`config.mk`:
```
export PLATFORM = sky130hd
export DESIGN_NAME = ready_queue_policy_selector_core
export DESIGN_NICKNAME = d
export VERILOG_FILES = /design/src/rtl/core/rqps_pkg.sv /design/src/rtl/core/ready_queue_policy_selector_core.sv /design/src/rtl/core/rqps_ram.sv
export SDC_FILE = /design/constraint.sdc
export NUM_CORES = 1
export LEC_CHECK = 0
export ABC_CLOCK_PERIOD_IN_PS = 16800
export BUFFER_PORTS_ARGS = -buffer_cell sky130_fd_sc_hd__buf_2
export CAP_MARGIN = 20
export CORE_MARGIN = 5
export CORE_UTILIZATION = 45
export DETAILED_ROUTE_END_ITERATION = 12
export PLACE_DENSITY = 0.62
export SLEW_MARGIN = 40
export SYNTH_ARGS = -nofsm -noshare
export SYNTH_HDL_FRONTEND = slang
export SYNTH_HIERARCHICAL = 1
export SYNTH_SLANG_ARGS = --single-unit
```
`constraint.sdc`:
```
create_clock -name clk -period 16.8 [get_ports clk]
set_clock_uncertainty 0.1 [all_clocks]
set_input_delay 0.84 -clock clk [delete_from_list [all_inputs] [get_ports clk]]
set_output_delay 0.84 -clock clk [all_outputs]
set_load 0.05 [all_outputs]
```
`src/rtl/core/rqps_pkg.sv`:
```
// Shared types and codes for the ready queue policy selector.
// No dependencies; imported by the core and its tests.
package rqps_pkg;

	localparam int DEFAULT_QUEUE_DEPTH = 16;
	localparam int OCC_W = 5;

	localparam logic [1:0] STAT_DONE  = 2'd0;
	localparam logic [1:0] STAT_FULL  = 2'd1;
	localparam logic [1:0] STAT_EMPTY = 2'd2;

	localparam logic CMD_ENQUEUE  = 1'b0;
	localparam logic CMD_DISPATCH = 1'b1;

	localparam logic [1:0] POL_ARRIVAL   = 2'd0;
	localparam logic [1:0] POL_BURST     = 2'd1;
	localparam logic [1:0] POL_REMAINING = 2'd2;
	localparam logic [1:0] POL_HEAD      = 2'd3;

	typedef struct packed {
		logic [7:0]  id;
		logic [15:0] arrival;
		logic [15:0] burst;
		logic [15:0] remaining;
	} entry_t;

endpackage

```
`src/rtl/core/ready_queue_policy_selector_core.sv`:
```
// Ready queue with policy-based dispatch: entries live in one RAM (rqps_ram),
// control and types come from rqps_pkg.
//
//  channel | signals                                   | direction
//  in      | in_valid, in_stall, command, task_id,     | into block
//          | arrival_time, burst_length, remaining_time|
//  out     | out_valid, out_stall, status, chosen_id,  | out of block
//          | chosen_burst, chosen_remaining, occupancy |
//  cfg     | cfg_wr_en, cfg_wr_data (policy_mode)      | into block
//
// Enqueue, full and empty cases go from accept through the finish state to the
// result register. A dispatch scans the entries (one read a cycle, through the
// registered RAM read; the head policy reads entry zero only), then moves each entry
// above the chosen one down a slot to close the gap (none when the last entry goes)
// and then loads the result; the single RAM read port serializes scan and compaction.
// Reset clears the count, the policy and all control; RAM contents are unused
// until written. A new item is taken while a finished result waits, and a
// stalled result holds in the output register; the next result waits for it.
module ready_queue_policy_selector_core #(
	parameter int QUEUE_DEPTH = rqps_pkg::DEFAULT_QUEUE_DEPTH
) (
	input  logic                       clk,
	input  logic                       arst_n,
	input  logic                       cfg_wr_en,
	input  logic [1:0]                 cfg_wr_data,
	input  logic                       in_valid,
	output logic                       in_stall,
	input  logic                       command,
	input  logic [7:0]                 task_id,
	input  logic [15:0]                arrival_time,
	input  logic [15:0]                burst_length,
	input  logic [15:0]                remaining_time,
	output logic                       out_valid,
	input  logic                       out_stall,
	output logic [1:0]                 status,
	output logic [7:0]                 chosen_id,
	output logic [15:0]                chosen_burst,
	output logic [15:0]                chosen_remaining,
	output logic [rqps_pkg::OCC_W-1:0] occupancy
);

	import rqps_pkg::*;

	localparam int ADDR_W = $clog2(QUEUE_DEPTH);
	localparam int CNT_W  = $clog2(QUEUE_DEPTH + 1);
	localparam logic [CNT_W-1:0] DEPTH_C = CNT_W'(QUEUE_DEPTH);

	localparam logic [1:0] ST_IDLE   = 2'd0;
	localparam logic [1:0] ST_SCAN   = 2'd1;
	localparam logic [1:0] ST_SHIFT  = 2'd2;
	localparam logic [1:0] ST_FINISH = 2'd3;

	logic [1:0]       state_q;
	logic [CNT_W-1:0] count_q;
	logic [1:0]       policy_q;
	logic [CNT_W-1:0] rd_ptr_q;
	logic             rd_vld_s1;
	logic [ADDR_W-1:0] rd_idx_s1;
	logic [15:0]      best_key_q;
	logic [ADDR_W-1:0] best_idx_q;
	logic [1:0]       stat_q;
	entry_t           pick_q;
	logic             out_valid_q;

	logic             ram_we;
	logic [ADDR_W-1:0] ram_waddr;
	entry_t           ram_wdata;
	entry_t           ram_rdata;
	logic [CNT_W-1:0] scan_lim;
	logic [CNT_W-1:0] rd_lim;
	logic             rd_issue;
	logic [15:0]      rd_key;
	logic             take;
	logic [ADDR_W-1:0] best_idx_d;
	logic             scan_last;
	logic             accept;
	logic             out_free;

	rqps_ram #(
		.WIDTH($bits(entry_t)),
		.DEPTH(QUEUE_DEPTH)
	) u_ram (
		.clk  (clk),
		.we   (ram_we),
		.waddr(ram_waddr),
		.wdata(ram_wdata),
		.raddr(rd_ptr_q[ADDR_W-1:0]),
		.rdata(ram_rdata)
	);

	assign in_stall = (state_q != ST_IDLE);
	assign accept   = in_valid && !in_stall;
	assign out_free = !out_valid_q || !out_stall;

	// Head policy only needs entry zero.
	assign scan_lim = (policy_q == POL_HEAD) ? CNT_W'(1) : count_q;
	assign rd_lim   = (state_q == ST_SCAN) ? scan_lim : count_q;
	assign rd_issue = ((state_q == ST_SCAN) || (state_q == ST_SHIFT)) && (rd_ptr_q < rd_lim);

	always_comb begin
		case (policy_q)
			POL_ARRIVAL: rd_key = ram_rdata.arrival;
			POL_BURST:   rd_key = ram_rdata.burst;
			default:     rd_key = ram_rdata.remaining;
		endcase
	end

	// Strict less-than keeps the earliest entry on a tie.
	assign take = (state_q == ST_SCAN) && rd_vld_s1 &&
		((rd_idx_s1 == '0) || (rd_key < best_key_q));
	assign best_idx_d = take ? rd_idx_s1 : best_idx_q;
	assign scan_last  = (state_q == ST_SCAN) && rd_vld_s1 &&
		(CNT_W'(rd_idx_s1) == scan_lim - CNT_W'(1));

	// Enqueue writes at the tail; compaction writes each entry one slot down.
	// During compaction reads run ahead of writes, so no address is read and written at once.
	always_comb begin
		ram_we    = 1'b0;
		ram_waddr = count_q[ADDR_W-1:0];
		ram_wdata = '{id: task_id, arrival: arrival_time,
			burst: burst_length, remaining: remaining_time};
		if (state_q == ST_SHIFT) begin
			ram_we    = rd_vld_s1;
			ram_waddr = rd_idx_s1 - ADDR_W'(1);
			ram_wdata = ram_rdata;
		end else if (accept && command == CMD_ENQUEUE && count_q < DEPTH_C) begin
			ram_we = 1'b1;
		end
	end

	always_ff @(posedge clk or negedge arst_n) begin
		if (!arst_n) begin
			state_q     <= ST_IDLE;
			count_q     <= '0;
			policy_q    <= POL_ARRIVAL;
			rd_ptr_q    <= '0;
			rd_vld_s1   <= 1'b0;
			out_valid_q <= 1'b0;
		end else begin
			if (cfg_wr_en) begin
				policy_q <= cfg_wr_data;
			end
			// The last scan read has already gone out, so this drops to zero on leaving the scan.
			rd_vld_s1 <= rd_issue;
			if (rd_issue) begin
				rd_ptr_q <= rd_ptr_q + CNT_W'(1);
			end
			if (state_q == ST_FINISH && out_free) begin
				out_valid_q <= 1'b1;
			end else if (!out_stall) begin
				out_valid_q <= 1'b0;
			end
			case (state_q)
				ST_IDLE: begin
					if (accept) begin
						if (command == CMD_DISPATCH && count_q != '0) begin
							state_q  <= ST_SCAN;
							rd_ptr_q <= '0;
						end else begin
							state_q <= ST_FINISH;
							if (command == CMD_ENQUEUE && count_q < DEPTH_C) begin
								count_q <= count_q + CNT_W'(1);
							end
						end
					end
				end
				ST_SCAN: begin
					if (scan_last) begin
						state_q  <= ST_SHIFT;
						rd_ptr_q <= CNT_W'(best_idx_d) + CNT_W'(1);
					end
				end
				ST_SHIFT: begin
					if (!rd_issue && !rd_vld_s1) begin
						state_q <= ST_FINISH;
						count_q <= count_q - CNT_W'(1);
					end
				end
				ST_FINISH: begin
					if (out_free) begin
						state_q <= ST_IDLE;
					end
				end
				default: state_q <= ST_IDLE;
			endcase
		end
	end

	// Payload registers
	always_ff @(posedge clk) begin
		rd_idx_s1 <= rd_ptr_q[ADDR_W-1:0];
		if (take) begin
			best_key_q <= rd_key;
			best_idx_q <= rd_idx_s1;
			pick_q     <= ram_rdata;
		end
		if (accept) begin
			pick_q <= '0;
			if (command == CMD_ENQUEUE) begin
				stat_q <= (count_q < DEPTH_C) ? STAT_DONE : STAT_FULL;
			end else begin
				stat_q <= (count_q != '0) ? STAT_DONE : STAT_EMPTY;
			end
		end
		if (state_q == ST_FINISH && out_free) begin
			status           <= stat_q;
			chosen_id        <= pick_q.id;
			chosen_burst     <= pick_q.burst;
			chosen_remaining <= pick_q.remaining;
			occupancy        <= OCC_W'(count_q);
		end
	end

	assign out_valid = out_valid_q;

	a_count_bound: assert property (@(posedge clk) disable iff (!arst_n)
		count_q <= DEPTH_C)
		else $error("queue count above depth");

	a_shift_write_in_range: assert property (@(posedge clk) disable iff (!arst_n)
		(state_q == ST_SHIFT && ram_we) |-> (CNT_W'(ram_waddr) < count_q))
		else $error("compaction write beyond occupied entries");

	a_empty_dispatch: assert property (@(posedge clk) disable iff (!arst_n)
		(accept && command == CMD_DISPATCH && count_q == '0)
		|=> (state_q == ST_FINISH && stat_q == STAT_EMPTY))
		else $error("empty dispatch not reported");

	a_read_only_when_busy: assert property (@(posedge clk) disable iff (!arst_n)
		rd_vld_s1 |-> (state_q == ST_SCAN || state_q == ST_SHIFT))
		else $error("RAM read data returned outside scan or compaction");

	a_finish_loads_result: assert property (@(posedge clk) disable iff (!arst_n)
		(state_q == ST_FINISH && out_free) |=> (out_valid_q && state_q == ST_IDLE))
		else $error("result not loaded on finish");

endmodule

```
`src/rtl/core/rqps_ram.sv`:
```
// Generic single-port-write, single-port-read RAM with a registered read.
// No dependencies.
module rqps_ram #(
	parameter int WIDTH = 8,
	parameter int DEPTH = 16
) (
	input  logic                     clk,
	input  logic                     we,
	input  logic [$clog2(DEPTH)-1:0] waddr,
	input  logic [WIDTH-1:0]         wdata,
	input  logic [$clog2(DEPTH)-1:0] raddr,
	output logic [WIDTH-1:0]         rdata
);

	logic [WIDTH-1:0] mem [DEPTH];

	always_ff @(posedge clk) begin
		if (we) begin
			mem[waddr] <= wdata;
		end
		rdata <= mem[raddr];
	end

endmodule

```
==> key figures <==
Run status
  • Outcome: finished clean

Hold path
  • Hold_sp: stat_q[1]
  • Min-delay worst type: flop to flop

Timing
  • Final Hold Viols: 0
  • Final period util: 30.4%
  • Unrepaired setup endpoints after global routing: false
  • Tightest Pin Transition: 880 ps
  • Max_slew headroom: 41.2%
  • Fin crit period: 5110 ps
  • Setup TNS: 0 ps
  • Final Setup Violations: 0
  • Highest Clock Rate: 0.196 GHz
  • Final Slew Violations: 0

Job
  • Max cap viols: 0

Synthesis
  • Commonest cells post-synth: edfxtp_1, mux4_2, a22oi_1
  • Adder-cell share of the synthesized area: 0.991%
  • Post-synthesis xor/xnor area fraction: 0.340%
  • Top post-synthesis cells by area: edfxtp_1, mux4_2, dfxtp_1, a22oi_1, mux2_2
  • Mux share of post-synthesis cell area: 15.5%
  • Synth Area in Simple Gates: 2.24%
  • Ys Warns: 6
  • Register area share after synthesis: 76.1%
  • Post-synthesis compound-gate area fraction: 3.16%
  • Commonest register cell after synthesis: edfxtp_1
  • Post-synthesis register bit count: 1081
  • Post-synth top area cell: edfxtp_1
  • Synth Net Count: 2089
  • EDFF count, synth: 961
  • Most common cell in the synthesized netlist: edfxtp_1
  • Post-synth ARST share: 1.48%
  • Cell count after synthesis: 1993
  • Avg Inst Size Synth: 20.7 um2
  • Share of the synthesized area in the top cell type: 70.1%
  • Largest family of logic cells by synthesized area: multiplexers
  • Library cells used by synthesis: 60
  • Synth Cell Area: 41200 um2

Worst setup path
  • Crit path max-delay cell type: buf_4
  • CP Launch Type: flop
  • R2R Setup Slk: 11690 ps
  • Crit Path Max Fanout: 47
  • Critical path origin: state_q[0]
  • Reg2reg start: state_q[0]
  • Worst Setup EP: u_ram/mem[13][13]
  • Critical Path End Type: flop
  • Worst path most repeated cell: buf_4
  • Reg-to-Reg End: u_ram/mem[13][13]
  • Critical path's largest stage delay: 820 ps
  • Register-to-Register Path Depth: 8
  • CP Class: flop to flop
  • Worst EP arrival: 5280 ps
  • CP cell instances: inv_1, ha_4, buf_4, nor2_1, a21oi_1, nand2b_1, nor2_4, buf_4
  • WP data required: 16970 ps

Placed design
  • Placed wire-length estimate: 55100 um
  • Dpl cell area: 43300 um2
  • Placed Cells: 3233
  • Port Buffers: 112
  • Final GP Congestion: 0.820

Final layout
  • ANT cells: 0
  • Fillers: 7064
  • Register area: 31300 um2
  • Area Growth Syn to Fin: 14.1%
  • Share of layout cells above drive strength 1: 28.8%
  • Final instance area: 47000 um2
  • Finished Layout Cells: 3439
  • Layout net count: 2256
  • Footprint of the multi-input gates: 9320 um2

Die
  • Row count: 111
  • Core Area: 91200 um2
  • Die ar.: 97600 um2
  • Initial core utilization: 45.1%
  • I/O Pins: 113
  • Die Ht: 312 um
  • Die width: 312 um

Power and ir drop
  • LEAKAGE: 15.7 nW
  • Pwr Total: 8.88 mW
  • Pwr Density: 189 nW/um2
  • Worst ir drop on vdd: 0.120 mV

Clocking
  • Root Buffer: clkbuf_16
  • H-tree depth: 3
  • Clock Sinks: 1081
  • Postcts setup bufs: 0
  • Worst-path clk slew: 60 ps
  • Max Root-Sink Buffers: 3
  • Num CTS Buffers: 109
  • Clk_lat worst skew: 660 ps
  • CTS tree: done

Drt
  • 1st-pass router iterations: 5
  • Remaining antenna violation count: 0
  • Iteration-0 DRC count of the detailed router: 2034
  • Routed vias/inst: 5.87
  • Drt drc: 0
  • Vias after detailed routing: 20200
  • Drt wl/cell: 28.8 um
  • Final wirelength: 99000 um

GRT
  • Grt met1 use: 29.1%
  • Antenna violations before repair: 4
  • Gr ovfl total: 0
  • Vias in the first global route: 20800
  • First-pass GRT wire length: 144000 um
  • Busiest grt layer: met2
  • GR Layer Usage met2: 31.9%
  • Largest net degree at the start of global routing: 63
  • Met3 Usage GRT: 4.16%
  • Total global routing track utilization: 20.1%
## cells by family after synthesis
logic type	after synthesis
xor gates and xnor gates	16
and+or+nand+nor	206
DFF	1081
AOI/OAI and AO/OA	178
buffers and inverters	131
muxes	349
adders and majority gates	32
## worst min path at each step
stage	end	slack, ps	depth (start not counted)
floorplan	status[0]	300	0
global placement	status[1]	310	0
detailed placement	status[1]	300	0
CTS	policy_q[1]	290	2
global route	policy_q[1]	320	2
finish	status[1]	320	0
## state kept, by name, summed over array words and instances (netlist names), 8 cells and up
name              count
u_ram/mem           896
u_ram/rdata          56
pick_q               40
best_key_q           16
chosen_burst         16
chosen_remaining     16
chosen_id             8
## cell type report
class,instances,area share (%)
Sequential cell,1081,66.8
Timing Repair Buffer,161,2.38
Multi-Input combinational cell,781,19.8
Clock inverter,43,0.901
Inverter,26,0.208
Tap cell,1186,3.16
Clock buffer,161,6.75
## worst max-delay path, delay by kind of cell (launching register included)
| kind | cells | cell delay (ps) |
|---|---|---|
| DFF | 1 | 410 |
| AOI/OAI and AO/OA | 1 | 620 |
| and+or+nand+nor | 3 | 1260 |
| buffers and inverters | 3 | 1700 |
| adders and majority gates | 1 | 500 |
## stage by stage
| step | setup slack (ps) | utilization, % | hold WS [ps] |
|---|---|---|---|
| global placement | 11820 | 47.2 | 308 |
| floorplan | 10170 | - | 300 |
| CTS | 11630 | 51.4 | 291 |
| detailed placement | 11680 | 47.5 | 305 |
| global route | 11430 | 51.5 | 319 |
| finish | 11690 | 51.5 | 320 |
## power breakdown
| group | total, mW | internal (mW) | leakage [nW] | switching (mW) |
|---|---|---|---|---|
| Sequential | 3.96 | 3.64 | 9.75 | 0.315 |
| Combinational | 2.51 | 0.976 | 4.16 | 1.54 |
| Clock | 2.41 | 1.42 | 1.75 | 0.988 |
## metal layers
layer,vias up,part of all wire [%]
met4,2,2.3
met3,142,7.6
li1,8502,-
met1,10700,42
met5,-,0.011
met2,816,48
## timing repair
action                    4_1_cts  5_1_grt
hold endpoints to repair       16        0
gates resized for setup         0        0
hold buffers                    1        0
## cells in the final DEF (no fill, tap or decap), drive strengths merged, types with 16 or more instances in the layout
cell    instances
buf           160
edfxtp        961
o21ai          24
dfrtp          16
mux2i          60
inv            27
dfxtp         104
nor2           69
clkinv         28
mux2           65
a22oi         113
nand2          88
clkbuf        161
ha             31
mux4          224
No activity file was read; power rests on OpenSTA's default activity.
